**src/sv/sws_pkg.sv**
```systemverilog
`timescale 1ns / 1ps
// Shared types, codes and defaults for the stack with sorted readout.
package sws_pkg;

   localparam int DEPTH_DEFAULT = 64;
   localparam int VALUE_W       = 32;
   localparam int QUEUE_DEPTH   = 2;

   localparam logic [1:0] ACT_PUSH = 2'd0;
   localparam logic [1:0] ACT_POP  = 2'd1;
   localparam logic [1:0] ACT_DUMP = 2'd2;

   localparam logic [1:0] STATUS_OK    = 2'd0;
   localparam logic [1:0] STATUS_EMPTY = 2'd1;
   localparam logic [1:0] STATUS_FULL  = 2'd2;

   typedef enum logic [1:0] {
      CMD_PUSH,
      CMD_POP,
      CMD_DUMP
   } cmd_kind_type;

   typedef struct packed {
      cmd_kind_type                kind;
      logic signed [VALUE_W-1:0]   page;
   } cmd_type;

   typedef enum logic [1:0] {
      BACK_IDLE,
      BACK_POP,
      BACK_SCAN,
      BACK_EMIT
   } back_state_type;

endpackage

```
**src/sv/sws_front.sv**
```systemverilog
`timescale 1ns / 1ps
// Front end: accepts request beats, decodes the action and hands commands to the queue.
module sws_front (
   input  logic                                 clock,
   input  logic                                 reset,
   input  logic                                 start,
   output logic                                 busy,
   input  logic [1:0]                           req_action,
   input  logic signed [sws_pkg::VALUE_W-1:0]   req_page,
   output logic                                 q_push,
   output sws_pkg::cmd_type                     q_cmd,
   input  logic                                 q_ready
);

   logic             hold_valid_ff, hold_valid_in;
   sws_pkg::cmd_type hold_cmd_ff, hold_cmd_in;
   logic             accept;
   logic             known;
   sws_pkg::cmd_kind_type kind;

   assign busy   = hold_valid_ff && !q_ready;
   assign accept = start && !busy;
   assign q_push = hold_valid_ff && q_ready;
   assign q_cmd  = hold_cmd_ff;

   always_comb begin
      known = 1'b1;
      kind  = sws_pkg::CMD_PUSH;
      case (req_action)
         sws_pkg::ACT_PUSH: begin
            kind = sws_pkg::CMD_PUSH;
         end
         sws_pkg::ACT_POP: begin
            kind = sws_pkg::CMD_POP;
         end
         sws_pkg::ACT_DUMP: begin
            kind = sws_pkg::CMD_DUMP;
         end
         default: begin
            known = 1'b0;
         end
      endcase
   end

   always_comb begin
      if (accept) begin
         hold_valid_in = known;
      end else begin
         hold_valid_in = hold_valid_ff && !q_ready;
      end
      if (accept && known) begin
         hold_cmd_in.kind = kind;
         hold_cmd_in.page = req_page;
      end else begin
         hold_cmd_in = hold_cmd_ff;
      end
   end

   always_ff @(posedge clock) begin
      if (reset) begin
         hold_valid_ff <= 1'b0;
      end else begin
         hold_valid_ff <= hold_valid_in;
      end
   end

   always_ff @(posedge clock) begin
      hold_cmd_ff <= hold_cmd_in;
   end

endmodule

```
**src/sv/sws_cmd_queue.sv**
```systemverilog
`timescale 1ns / 1ps
// Short command queue between the front end and the stack engine.
module sws_cmd_queue (
   input  logic             clock,
   input  logic             reset,
   input  logic             push,
   input  sws_pkg::cmd_type push_cmd,
   output logic             ready,
   input  logic             pop,
   output logic             pop_valid,
   output sws_pkg::cmd_type pop_cmd
);

   localparam int Depth = sws_pkg::QUEUE_DEPTH;
   localparam int PtrW  = $clog2(Depth);
   localparam int CntW  = $clog2(Depth + 1);

   sws_pkg::cmd_type entry_ff [Depth];
   logic [PtrW-1:0]  wr_ptr_ff, wr_ptr_in;
   logic [PtrW-1:0]  rd_ptr_ff, rd_ptr_in;
   logic [CntW-1:0]  fill_ff, fill_in;
   logic             do_push, do_pop;

   assign ready     = fill_ff != CntW'(Depth);
   assign pop_valid = fill_ff != '0;
   assign pop_cmd   = entry_ff[rd_ptr_ff];
   assign do_push   = push && ready;
   assign do_pop    = pop && pop_valid;

   always_comb begin
      wr_ptr_in = wr_ptr_ff;
      rd_ptr_in = rd_ptr_ff;
      fill_in   = fill_ff;
      if (do_push) begin
         wr_ptr_in = (wr_ptr_ff == PtrW'(Depth - 1)) ? '0 : wr_ptr_ff + PtrW'(1);
      end
      if (do_pop) begin
         rd_ptr_in = (rd_ptr_ff == PtrW'(Depth - 1)) ? '0 : rd_ptr_ff + PtrW'(1);
      end
      if (do_push && !do_pop) begin
         fill_in = fill_ff + CntW'(1);
      end else if (do_pop && !do_push) begin
         fill_in = fill_ff - CntW'(1);
      end
   end

   always_ff @(posedge clock) begin
      if (reset) begin
         wr_ptr_ff <= '0;
         rd_ptr_ff <= '0;
         fill_ff   <= '0;
      end else begin
         wr_ptr_ff <= wr_ptr_in;
         rd_ptr_ff <= rd_ptr_in;
         fill_ff   <= fill_in;
      end
   end

   always_ff @(posedge clock) begin
      if (do_push) begin
         entry_ff[wr_ptr_ff] <= push_cmd;
      end
   end

endmodule

```
**src/sv/sws_back.sv**
```systemverilog
`timescale 1ns / 1ps
// Stack engine: stack memory, push and pop, and the ascending dump by repeated minimum scans.
module sws_back #(
   parameter int DEPTH = sws_pkg::DEPTH_DEFAULT
) (
   input  logic                                 clock,
   input  logic                                 reset,
   input  logic                                 cmd_valid,
   input  sws_pkg::cmd_type                     cmd,
   output logic                                 cmd_take,
   output logic                                 rsp_strobe,
   output logic signed [sws_pkg::VALUE_W-1:0]   rsp_value,
   output logic [1:0]                           rsp_status,
   output logic                                 rsp_last
);

   localparam int AW = $clog2(DEPTH);
   localparam int CW = $clog2(DEPTH + 1);

   sws_pkg::back_state_type state_ff, state_in;

   logic signed [sws_pkg::VALUE_W-1:0] stack_mem [DEPTH];
   logic signed [sws_pkg::VALUE_W-1:0] rd_data_ff;
   logic [AW-1:0]                      rd_addr;
   logic                               wr_en;

   logic [CW-1:0] count_ff, count_in;
   logic [CW-1:0] issue_ff, issue_in;
   logic [CW-1:0] emitted_ff, emitted_in;
   logic [CW-1:0] mult_ff, mult_in;
   logic [CW-1:0] emitted_plus;
   logic [CW-1:0] count_less;
   logic signed [sws_pkg::VALUE_W-1:0] cand_ff, cand_in;
   logic signed [sws_pkg::VALUE_W-1:0] prev_ff, prev_in;
   logic          have_ff, have_in;
   logic          first_ff, first_in;
   logic          data_valid_ff, data_valid_in;
   logic          eligible;
   logic          final_beat;

   logic                               rsp_strobe_ff, rsp_strobe_in;
   logic signed [sws_pkg::VALUE_W-1:0] rsp_value_ff, rsp_value_in;
   logic [1:0]                         rsp_status_ff, rsp_status_in;
   logic                               rsp_last_ff, rsp_last_in;

   assign emitted_plus = emitted_ff + CW'(1);
   assign count_less   = count_ff - CW'(1);
   assign final_beat   = emitted_plus == count_ff;
   assign eligible     = first_ff || (rd_data_ff > prev_ff);

   assign rsp_strobe = rsp_strobe_ff;
   assign rsp_value  = rsp_value_ff;
   assign rsp_status = rsp_status_ff;
   assign rsp_last   = rsp_last_ff;

   always_comb begin
      state_in = state_ff;
      case (state_ff)
         sws_pkg::BACK_IDLE: begin
            if (cmd_valid && count_ff != '0) begin
               if (cmd.kind == sws_pkg::CMD_POP) begin
                  state_in = sws_pkg::BACK_POP;
               end else if (cmd.kind == sws_pkg::CMD_DUMP) begin
                  state_in = sws_pkg::BACK_SCAN;
               end
            end
         end
         sws_pkg::BACK_POP: begin
            state_in = sws_pkg::BACK_IDLE;
         end
         sws_pkg::BACK_SCAN: begin
            if (issue_ff == count_ff && !data_valid_ff) begin
               state_in = sws_pkg::BACK_EMIT;
            end
         end
         sws_pkg::BACK_EMIT: begin
            if (mult_ff == CW'(1)) begin
               state_in = final_beat ? sws_pkg::BACK_IDLE : sws_pkg::BACK_SCAN;
            end
         end
         default: begin
            state_in = sws_pkg::BACK_IDLE;
         end
      endcase
   end

   always_comb begin
      cmd_take      = 1'b0;
      wr_en         = 1'b0;
      rd_addr       = count_less[AW-1:0];
      count_in      = count_ff;
      issue_in      = issue_ff;
      emitted_in    = emitted_ff;
      mult_in       = mult_ff;
      cand_in       = cand_ff;
      prev_in       = prev_ff;
      have_in       = have_ff;
      first_in      = first_ff;
      data_valid_in = 1'b0;
      rsp_strobe_in = 1'b0;
      rsp_value_in  = '0;
      rsp_status_in = sws_pkg::STATUS_OK;
      rsp_last_in   = 1'b0;
      case (state_ff)
         sws_pkg::BACK_IDLE: begin
            cmd_take = 1'b1;
            if (cmd_valid) begin
               case (cmd.kind)
                  sws_pkg::CMD_PUSH: begin
                     rsp_strobe_in = 1'b1;
                     rsp_last_in   = 1'b1;
                     if (count_ff == CW'(DEPTH)) begin
                        rsp_status_in = sws_pkg::STATUS_FULL;
                     end else begin
                        wr_en    = 1'b1;
                        count_in = count_ff + CW'(1);
                     end
                  end
                  sws_pkg::CMD_POP: begin
                     if (count_ff == '0) begin
                        rsp_strobe_in = 1'b1;
                        rsp_last_in   = 1'b1;
                        rsp_status_in = sws_pkg::STATUS_EMPTY;
                     end else begin
                        count_in = count_less;
                     end
                  end
                  sws_pkg::CMD_DUMP: begin
                     if (count_ff == '0) begin
                        rsp_strobe_in = 1'b1;
                        rsp_last_in   = 1'b1;
                        rsp_status_in = sws_pkg::STATUS_EMPTY;
                     end else begin
                        issue_in   = '0;
                        emitted_in = '0;
                        mult_in    = '0;
                        have_in    = 1'b0;
                        first_in   = 1'b1;
                     end
                  end
                  default: begin
                     rsp_strobe_in = 1'b0;
                  end
               endcase
            end
         end
         sws_pkg::BACK_POP: begin
            rsp_strobe_in = 1'b1;
            rsp_value_in  = rd_data_ff;
            rsp_last_in   = 1'b1;
         end
         sws_pkg::BACK_SCAN: begin
            rd_addr = issue_ff[AW-1:0];
            if (issue_ff != count_ff) begin
               issue_in      = issue_ff + CW'(1);
               data_valid_in = 1'b1;
            end
            if (data_valid_ff && eligible) begin
               if (!have_ff || rd_data_ff < cand_ff) begin
                  cand_in = rd_data_ff;
                  mult_in = CW'(1);
                  have_in = 1'b1;
               end else if (rd_data_ff == cand_ff) begin
                  mult_in = mult_ff + CW'(1);
               end
            end
         end
         sws_pkg::BACK_EMIT: begin
            rsp_strobe_in = 1'b1;
            rsp_value_in  = cand_ff;
            rsp_last_in   = final_beat;
            emitted_in    = emitted_plus;
            mult_in       = mult_ff - CW'(1);
            if (mult_ff == CW'(1) && !final_beat) begin
               prev_in  = cand_ff;
               first_in = 1'b0;
               have_in  = 1'b0;
               issue_in = '0;
            end
         end
         default: begin
            cmd_take = 1'b0;
         end
      endcase
   end

   always_ff @(posedge clock) begin
      if (reset) begin
         state_ff      <= sws_pkg::BACK_IDLE;
         count_ff      <= '0;
         data_valid_ff <= 1'b0;
         rsp_strobe_ff <= 1'b0;
      end else begin
         state_ff      <= state_in;
         count_ff      <= count_in;
         data_valid_ff <= data_valid_in;
         rsp_strobe_ff <= rsp_strobe_in;
      end
   end

   always_ff @(posedge clock) begin
      issue_ff      <= issue_in;
      emitted_ff    <= emitted_in;
      mult_ff       <= mult_in;
      cand_ff       <= cand_in;
      prev_ff       <= prev_in;
      have_ff       <= have_in;
      first_ff      <= first_in;
      rsp_value_ff  <= rsp_value_in;
      rsp_status_ff <= rsp_status_in;
      rsp_last_ff   <= rsp_last_in;
   end

   always_ff @(posedge clock) begin
      if (wr_en) begin
         stack_mem[count_ff[AW-1:0]] <= cmd.page;
      end
      rd_data_ff <= stack_mem[rd_addr];
   end

endmodule

```
**src/sv/stack_with_sorted_dump.sv**
```systemverilog
`timescale 1ns / 1ps
// Top level of the LIFO stack with ascending sorted readout.
//
// Request channel: a beat is taken at a rising edge with start high and busy low.
// req_action selects push (value in req_page), pop or dump; the unused action code
// is taken and dropped without a response.
// Response channel: rsp_strobe marks each beat for exactly one cycle; rsp_value,
// rsp_status and rsp_last hold for that cycle only. The receiver cannot stall.
// A front end registers the decoded request into a two-entry command queue; the
// stack engine drains it, so busy rises only when the front register and queue are full.
// A push response passes the front register, the queue and the response register; a pop
// also passes the pop state of the engine. The engine takes one push per cycle while idle;
// a pop holds it in the pop state before it takes the next command.
// Dump of n held values: the engine scans the stack memory once per distinct value over
// its single read port, then emits each copy of that value one per cycle; it takes no
// new command until the last copy is out.
// Reset empties the stack and the queue and clears the response strobe; no clearing
// pass is needed.
module stack_with_sorted_dump #(
   parameter int DEPTH = sws_pkg::DEPTH_DEFAULT
) (
   input  logic                                 clock,
   input  logic                                 reset,
   input  logic                                 start,
   output logic                                 busy,
   input  logic [1:0]                           req_action,
   input  logic signed [sws_pkg::VALUE_W-1:0]   req_page,
   output logic                                 rsp_strobe,
   output logic signed [sws_pkg::VALUE_W-1:0]   rsp_value,
   output logic [1:0]                           rsp_status,
   output logic                                 rsp_last
);

   logic             q_push;
   logic             q_ready;
   sws_pkg::cmd_type q_cmd;
   logic             cmd_valid;
   logic             cmd_take;
   sws_pkg::cmd_type cmd;

   sws_front u_front (
      .clock      (clock),
      .reset      (reset),
      .start      (start),
      .busy       (busy),
      .req_action (req_action),
      .req_page   (req_page),
      .q_push     (q_push),
      .q_cmd      (q_cmd),
      .q_ready    (q_ready)
   );

   sws_cmd_queue u_queue (
      .clock     (clock),
      .reset     (reset),
      .push      (q_push),
      .push_cmd  (q_cmd),
      .ready     (q_ready),
      .pop       (cmd_take),
      .pop_valid (cmd_valid),
      .pop_cmd   (cmd)
   );

   sws_back #(
      .DEPTH (DEPTH)
   ) u_back (
      .clock      (clock),
      .reset      (reset),
      .cmd_valid  (cmd_valid),
      .cmd        (cmd),
      .cmd_take   (cmd_take),
      .rsp_strobe (rsp_strobe),
      .rsp_value  (rsp_value),
      .rsp_status (rsp_status),
      .rsp_last   (rsp_last)
   );

`ifndef ASSERT_OFF
   a_error_is_last: assert property (@(posedge clock) disable iff (reset)
      rsp_strobe && rsp_status != sws_pkg::STATUS_OK |-> rsp_last)
      else $error("error response not marked last");

   a_error_value_zero: assert property (@(posedge clock) disable iff (reset)
      rsp_strobe && rsp_status != sws_pkg::STATUS_OK |-> rsp_value == '0)
      else $error("error response carries a nonzero value");

   a_dump_ascending: assert property (@(posedge clock) disable iff (reset)
      rsp_strobe && $past(rsp_strobe) && !$past(rsp_last) |-> rsp_value >= $past(rsp_value))
      else $error("dump beats out of ascending order");

   a_queue_feed: assert property (@(posedge clock) disable iff (reset)
      q_push |-> q_ready)
      else $error("command pushed into a full queue");
`endif

endmodule
```
**config.mk**
```make
export PLATFORM = sky130hd
export DESIGN_NAME = stack_with_sorted_dump
export DESIGN_NICKNAME = d
export VERILOG_FILES = /design/src/sv/sws_pkg.sv /design/src/sv/sws_front.sv /design/src/sv/sws_cmd_queue.sv /design/src/sv/sws_back.sv /design/src/sv/stack_with_sorted_dump.sv
export SDC_FILE = /design/constraint.sdc
export NUM_CORES = 2
export LEC_CHECK = 0
export BUFFER_PORTS_ARGS = -buffer_cell sky130_fd_sc_hd__buf_2
export CAP_MARGIN = 30
export CORE_MARGIN = 2
export CORE_UTILIZATION = 25
export DETAILED_ROUTE_END_ITERATION = 8
export GPL_ROUTABILITY_DRIVEN = 1
export PLACE_DENSITY = 0.39
export SKIP_LAST_GASP = 1
export SYNTH_ARGS = -nofsm -noshare
export SYNTH_HDL_FRONTEND = slang
export SYNTH_HIERARCHICAL = 1
export SYNTH_SLANG_ARGS = --single-unit
```
**constraint.sdc**
```tcl
create_clock -name clock -period 6.1 [get_ports clock]
set_input_delay 0.61 -clock clock [delete_from_list [all_inputs] [get_ports clock]]
set_output_delay 0.61 -clock clock [all_outputs]
set_load 0.02 [all_outputs]
```
* Word-level counts from Yosys, hierarchy flattened
Memory sizes are Yosys's and may differ from the RTL's. A register that Yosys moved wholly into a read port is not among the register bits. Cells that the tools add are included. W data, S select, Z words.
Word-level totals: input bits 37, bits in registers 172, ROM bits 0, memories kept 2, logic and storage cells 169, memory bits (writable) 2116, latch bits 0, output and inout port bits 37
Memories:
- u_back.stack_mem | depth 64, width 32, read ports 1, clocked after memory_dff 1, wr ports 1, line sws_back.sv:22 | logic signed [sws_pkg::VALUE_W-1:0] stack_mem [DEPTH];
- u_queue.entry_ff | depth 2, width 34, read ports 1, clocked after memory_dff 1, wr ports 1, line sws_cmd_queue.sv:18 | sws_pkg::cmd_type entry_ff [Depth];
Cells by class: add/sub/neg operators 10, shift operators 0, multiply operators 0, reductions and logical operators 45, bitwise logic cells 1, div/mod/pow operators 0, mux-type cells 61, magnitude comparators 2, eq/ne operators 28
Operators by type and width (number):
- $mux W7 | 10
- $pmux W32 S2 | 1
- $pmux W7 S3 | 2
- $eq A32 B32 Y1 | 1
- $gt A32 B32 Y1 | 1
- $lt A32 B32 Y1 | 1
- $add A7 B1 Y7 const B | 4
- $mux W1 | 28
- $pmux W7 S2 | 2
- $mux W2 | 9
- $ne A2 B1 Y1 const B | 9
- $eq A7 B7 Y1 | 2
- $sub A7 B1 Y7 const B | 2
- $logic_and A1 B1 Y1 | 12
- $reduce_and A6 Y1 | 2
- $reduce_and A5 Y1 | 2
- $eq A2 B2 Y1 const B | 4
- $ne A2 B2 Y1 const B | 4
- $pmux W2 S2 | 2
- $pmux W2 S4 | 1
- $reduce_and A4 Y1 | 2
- $reduce_bool A2 Y1 | 4
- $eq A7 B1 Y1 const B | 1
- $eq A7 B7 Y1 const B | 1
- other kinds (21) | 40

* Logic depth before layout (Yosys ltp)
word-level depth 7, mapped depth 14, gate-level depth less buffers 10

* Hierarchy
Netlist, hierarchy kept.
Modules (own cells, without submodules):
- sws_back | instances 1, area each 91325.1 um^2, cells an instance 5085
- sws_cmd_queue | instances 1, area each 2672.6 um^2, cells an instance 130
- sws_front | instances 1, area each 1093.5 um^2, cells an instance 43

* Least setup slack after synthesis
No wires, ideal clock.
path type reg2reg, start point reg u_back/cand_ff[1] (netlist bit), end point reg u_back/cand_ff[0] (netlist bit), enable pin, stages on the path, launching flop included 11, arrival time 4504 ps, slack 1126 ps, library setup time 470 ps, cells stage by stage edfxtp_1 inv_1 ha_1 nor2b_1 o211ai_1 a21boi_0 o41a_1 o21a_1 or2_2 buf_2 a211oi_1
On the way: word-level cells in the longest chain between the ends 3
Ends and longest elaborated chain:
- start, declared | line sws_back.sv:33 | logic signed [sws_pkg::VALUE_W-1:0] cand_ff, cand_in;
- start signal, assigned | line sws_back.sv:205 | cand_ff <= cand_in;
- $lt A32 B32 Y1 | line sws_back.sv:159 | if (!have_ff || rd_data_ff < cand_ff) begin
- $logic_or A1 B1 Y1 | line sws_back.sv:159
- $reduce_and A3 Y1 (no line)
Every way passes these cells. A chain may end at the register's enable or synchronous reset.

* Worst setup path after layout
start point reg u_back.state_ff[0], end point reg u_back/rd_data_ff[19] (netlist bit), read port of u_back.stack_mem
On the way: word-level cells in the longest chain between the ends 2
Ends and longest elaborated chain:
- start, declared | line sws_back.sv:20 | sws_pkg::back_state_type state_ff, state_in;
- start signal, assigned | line sws_back.sv:189 | state_ff <= sws_pkg::BACK_IDLE;
- start signal, assigned | line sws_back.sv:194 | state_ff <= state_in;
- $eq A2 B2 Y1 | line sws_back.sv:104 | case (state_ff)
- $mux W6 | line sws_back.sv:104
- end, declared | line sws_back.sv:23 | logic signed [sws_pkg::VALUE_W-1:0] rd_data_ff;
Every way passes these cells.

==> flow_metrics.py <==
metrics = {
    "die": {
        "die_y_um": 621,
        "design.die.area_um2": 385000,
        "rows": 226,
        "pin_count": 74,
        "initial_core_util_pct": 25.1,
        "die_w_um": 621,
        "core_um2": 379000,
    },
    "sta": {
        "rsz0062_at_grt": "false",
        "final-hold-violation-count": 0,
        "fmaxAchievable_mhz": 204,
        "setup_viol": 0,
        "finClkSkew_ns": 0.0744,
        "fin_setup_tns_ns": 0,
        "period_needed_ns": 4.90,
        "drv_slew": 0,
        "slew_headroom_pct": 26.8,
        "tightest_slew_ns": 1.10,
        "post-route-period-util_pct": 80.3,
    },
    "power_and_ir_drop": {
        "vdd_ir_drop_max_mv": 0.495,
        "power.density_nw_per_um2": 555,
        "leakage_nw": 38.6,
        "total_power_mw": 62.4,
    },
    "clocking": {
        "path_clk_slew_ns": 0.06,
        "clk_latency_ns": 0.90,
        "cts_buffer_depth": 4,
        "cts_root_buffer": "clkbuf_16",
        "htree_levels": 5,
        "cts_made_buffers": 277,
        "cts_sinks": 2321,
        "cts_tree": "built",
    },
    "global_route": {
        "grt_pass1_wl_mm": 397,
        "antenna_found_initial": 22,
        "first_global_vias": 48600,
        "grt_max_degree": 86,
        "grt_util_all_layers_pct": 14.6,
        "gr-total-overflow": 0,
    },
    "route": {
        "drtIter0Drc": 3046,
        "vias": 47400,
        "routed_wl_mm": 287,
        "via_per_inst": 4.36,
        "routedWlPerCell_um": 26.4,
        "post-route-drc-count": 0,
        "drtPass1Iterations": 8,
        "drtAntennaViolNets": 0,
    },
    "synthesis": {
        "async_flop_share_pct": 0,
        "syn-instance-count": 5258,
        "synth_area_leaders": "edfxtp_1 71%, mux2i_1 22%, dfxtp_1 1.8%",
        "synth.distinct_cells": 65,
        "synth-edff-count": 2237,
        "yosys_warnings": 6,
        "ys_ff_latch": 2321,
        "synth_seq_area_share_pct": 72.4,
        "ys.flop_type": "edfxtp_1",
        "synth_area_um2": 95100,
        "yosysTopAreaCellShare_pct": 70.6,
        "synth_top_area_cell": "edfxtp_1",
        "syn_area_per_cell_um2": 18.1,
        "syn_nets": 5371,
        "synthTopCellsByCount": "2,237 x edfxtp_1, 2,051 x mux2i_1, 138 x nor2_1",
        "synth.most_common_cell": "edfxtp_1",
    },
    "run_status": {
        "status": "completed",
    },
    "setup_path": {
        "cpMaxStageDelayCell": "mux2i_1",
        "cpMostUsedCell": "mux2i_1",
        "setup.worst_path.class": "flop to flop",
        "reg2reg_depth": 12,
        "worst-path-buf-inv": 4,
        "timing.rr.end": "u_back/rd_data_ff[19]",
        "crit_path_max_incr_delay_ns": 0.78,
        "crit_path_end_kind": "flop",
        "crit_arrival_ns": 5.61,
        "crit_family": "multiplexers",
        "timing.rr.start": "u_back/state_ff[0]",
        "cp_max_fo": 29,
        "reg2reg_slack_ns": 1.20,
        "cp-start-kind": "flop",
        "critPathRequiredTime_ns": 6.81,
        "cp_cell_sequence": "nand2b_1 -> buf_4 -> a21o_4 -> buf_12 -> buf_4 -> buf_4 -> mux2i_1 -> mux2i_1 -> mux2i_1 -> mux2i_1 -> mux2i_1 -> mux2i_1",
    },
    "place": {
        "place_congestion": 0.738,
        "portBuffers": 73,
        "post-place-cells": 10300,
        "dp_hpwl_mm": 176,
    },
    "min_path": {
        "hp-class": "primary input to flop",
        "min_from": "req_action[1]",
        "min_delay_path_depth": 2,
        "hold_path_end": "u_front/q_cmd[33]",
    },
    "layout": {
        "syn_to_final_growth_pct": 18.2,
        "finalNetCount": 5744,
        "fin_cells": 10900,
        "drive_gt1_share_pct": 14.2,
    },
    "run": {
        "maxCapViolations": 0,
    },
}
==> cell usage in the layout, fill, tap and decap left out, types with 5 or more instances in the layout <==
cell type / netlist / final
bufinv_16: 0 / 7
clkinv_2: 0 / 41
or3_1: 11 / 7
inv_6: 0 / 8
dfxtp_1: 84 / 81
nor2_1: 138 / 75
inv_1: 78 / 78
nand2_1: 30 / 30
a21o_1: 15 / 14
o21ai_0: 17 / 17
xnor2_1: 20 / 20
clkbuf_16: 0 / 279
buf_12: 0 / 49
nand4_1: 14 / 14
clkinv_8: 0 / 7
a31oi_1: 5 / 5
and3_1: 11 / 10
dlygate4sd3_1: 0 / 33
mux2_2: 35 / 35
diode_2: 0 / 11
clkinv_1: 0 / 49
nand3_1: 25 / 22
edfxtp_1: 2237 / 2237
inv_16: 0 / 6
nor2b_1: 8 / 7
nor2_4: 0 / 62
nor4_1: 5 / 5
buf_4: 49 / 187
ha_1: 76 / 76
buf_2: 135 / 73
a21oi_1: 38 / 36
clkbuf_8: 0 / 24
nand2b_1: 6 / 6
clkbuf_1: 29 / 71
buf_16: 0 / 10
mux2i_1: 2051 / 2049
nor3_1: 12 / 10
xor2_1: 14 / 14
==> power by group <==
| group | switching [mW] | total (mW) | internal (mW) | leakage [nW] |
|---|---|---|---|---|
| clock | 6.73 | 15.8 | 9.08 | 4.22 |
| sequential | 0.536 | 19.7 | 19.2 | 20.8 |
| combinational | 17.3 | 26.9 | 9.57 | 13.5 |
==> metal layers <==
metal | GRT usage (%) | vias up | share of wire [%] | routed length [um]
met5 | 0 | - | 0 | 0
met4 | 3.52 | 0 | 2.3 | 6630
met3 | 1.70 | 343 | 3.5 | 10200
met2 | 24.1 | 797 | 47 | 135000
met1 | 20.6 | 24900 | 47 | 135000
li1 | - | 21400 | - | -
==> state kept, by name, indices dropped and copies added, names as in the netlist, 2 cells and up, named ones only <==
register	count
u_back/rsp_value	32
u_back/count_ff	7
u_back/emitted_ff	7
u_back/rd_data_ff	32
u_back/issue_ff	7
u_back/state_ff	2
u_queue/fill_ff	2
u_front/q_cmd	34
u_queue/entry_ff	68
u_back/prev_ff	32
u_back/stack_mem	2048
u_back/rsp_status	2
u_back/mult_ff	7
u_back/cand_ff	32
==> how the worst max path moves through the flow <==
stage,from,endpoint,slack [ns],cells past startpoint
detailed placement,u_back/state_ff[0],u_back/rd_data_ff[19],1.11,12
global placement,u_back/state_ff[0],u_back/rd_data_ff[14],0.87,12
CTS,u_back/state_ff[0],u_back/rd_data_ff[19],1.07,12
finish,u_back/state_ff[0],u_back/rd_data_ff[19],1.20,12
floorplan,u_back/cand_ff[1],u_back/cand_ff[0],1.13,10
global route,u_back/state_ff[0],u_back/rd_data_ff[19],0.97,12
==> layout make-up <==
| class | instances | area (um2) |
|---|---|---|
| diodes | 11 | 27.5 |
| clock buffers | 374 | 7580 |
| clock inverters | 124 | 1040 |
| fillers | 37200 | 267000 |
| inverters | 79 | 297 |
| multi-input cells | 2596 | 24900 |
| flip-flops and latches | 2321 | 68900 |
| well taps | 5016 | 6280 |
| repair buffers | 356 | 3410 |
==> logic make-up (layout without fill, tap and decap cells) <==
family,Yosys count,count (layout),synth area share [%]
AO/OA/AOI/OAI,113,113,0.775
other,0,11,0
flip-flops,2321,2321,72.4
adder cells (fa/ha/maj),76,76,1.00
XOR/XNOR,35,35,0.330
multiplexers,2086,2086,22.0
buffers and inverters,341,933,2.04
AND/OR/NAND/NOR,286,286,1.44
==> worst register-to-register path, cell delays in order, from the launching register on <==
cell      delay (ns)
dfxtp_1         0.73
nand2b_1        0.24
buf_4           0.27
a21o_4          0.39
buf_12          0.30
buf_4           0.42
buf_4           0.51
mux2i_1         0.28
mux2i_1         0.10
mux2i_1         0.26
mux2i_1         0.27
mux2i_1         0.78
mux2i_1         0.17
==> through the flow <==
| step | worst slack (ns) | hold WS, ns | instance area [um2] | utilization (%) |
|---|---|---|---|---|
| global placement | 0.866 | 0.423 | 103000 | 27.1 |
| floorplan | 1.13 | 0.421 | 95100 | - |
| CTS | 1.07 | 0.00648 | 112000 | 29.6 |
| global route | 0.968 | 0.0869 | 112000 | 29.7 |
| finish | 1.20 | 0.0968 | 112000 | 29.7 |
| detailed placement | 1.11 | 0.431 | 103000 | 27.3 |
==> what timing repair did <==
item	4_1_cts	5_1_grt
gates resized for setup	0	0
buffers inserted	0	0
hold endpoints to repair	34	0
hold buffers	33	0
Power figures use the tool's default switching activity.
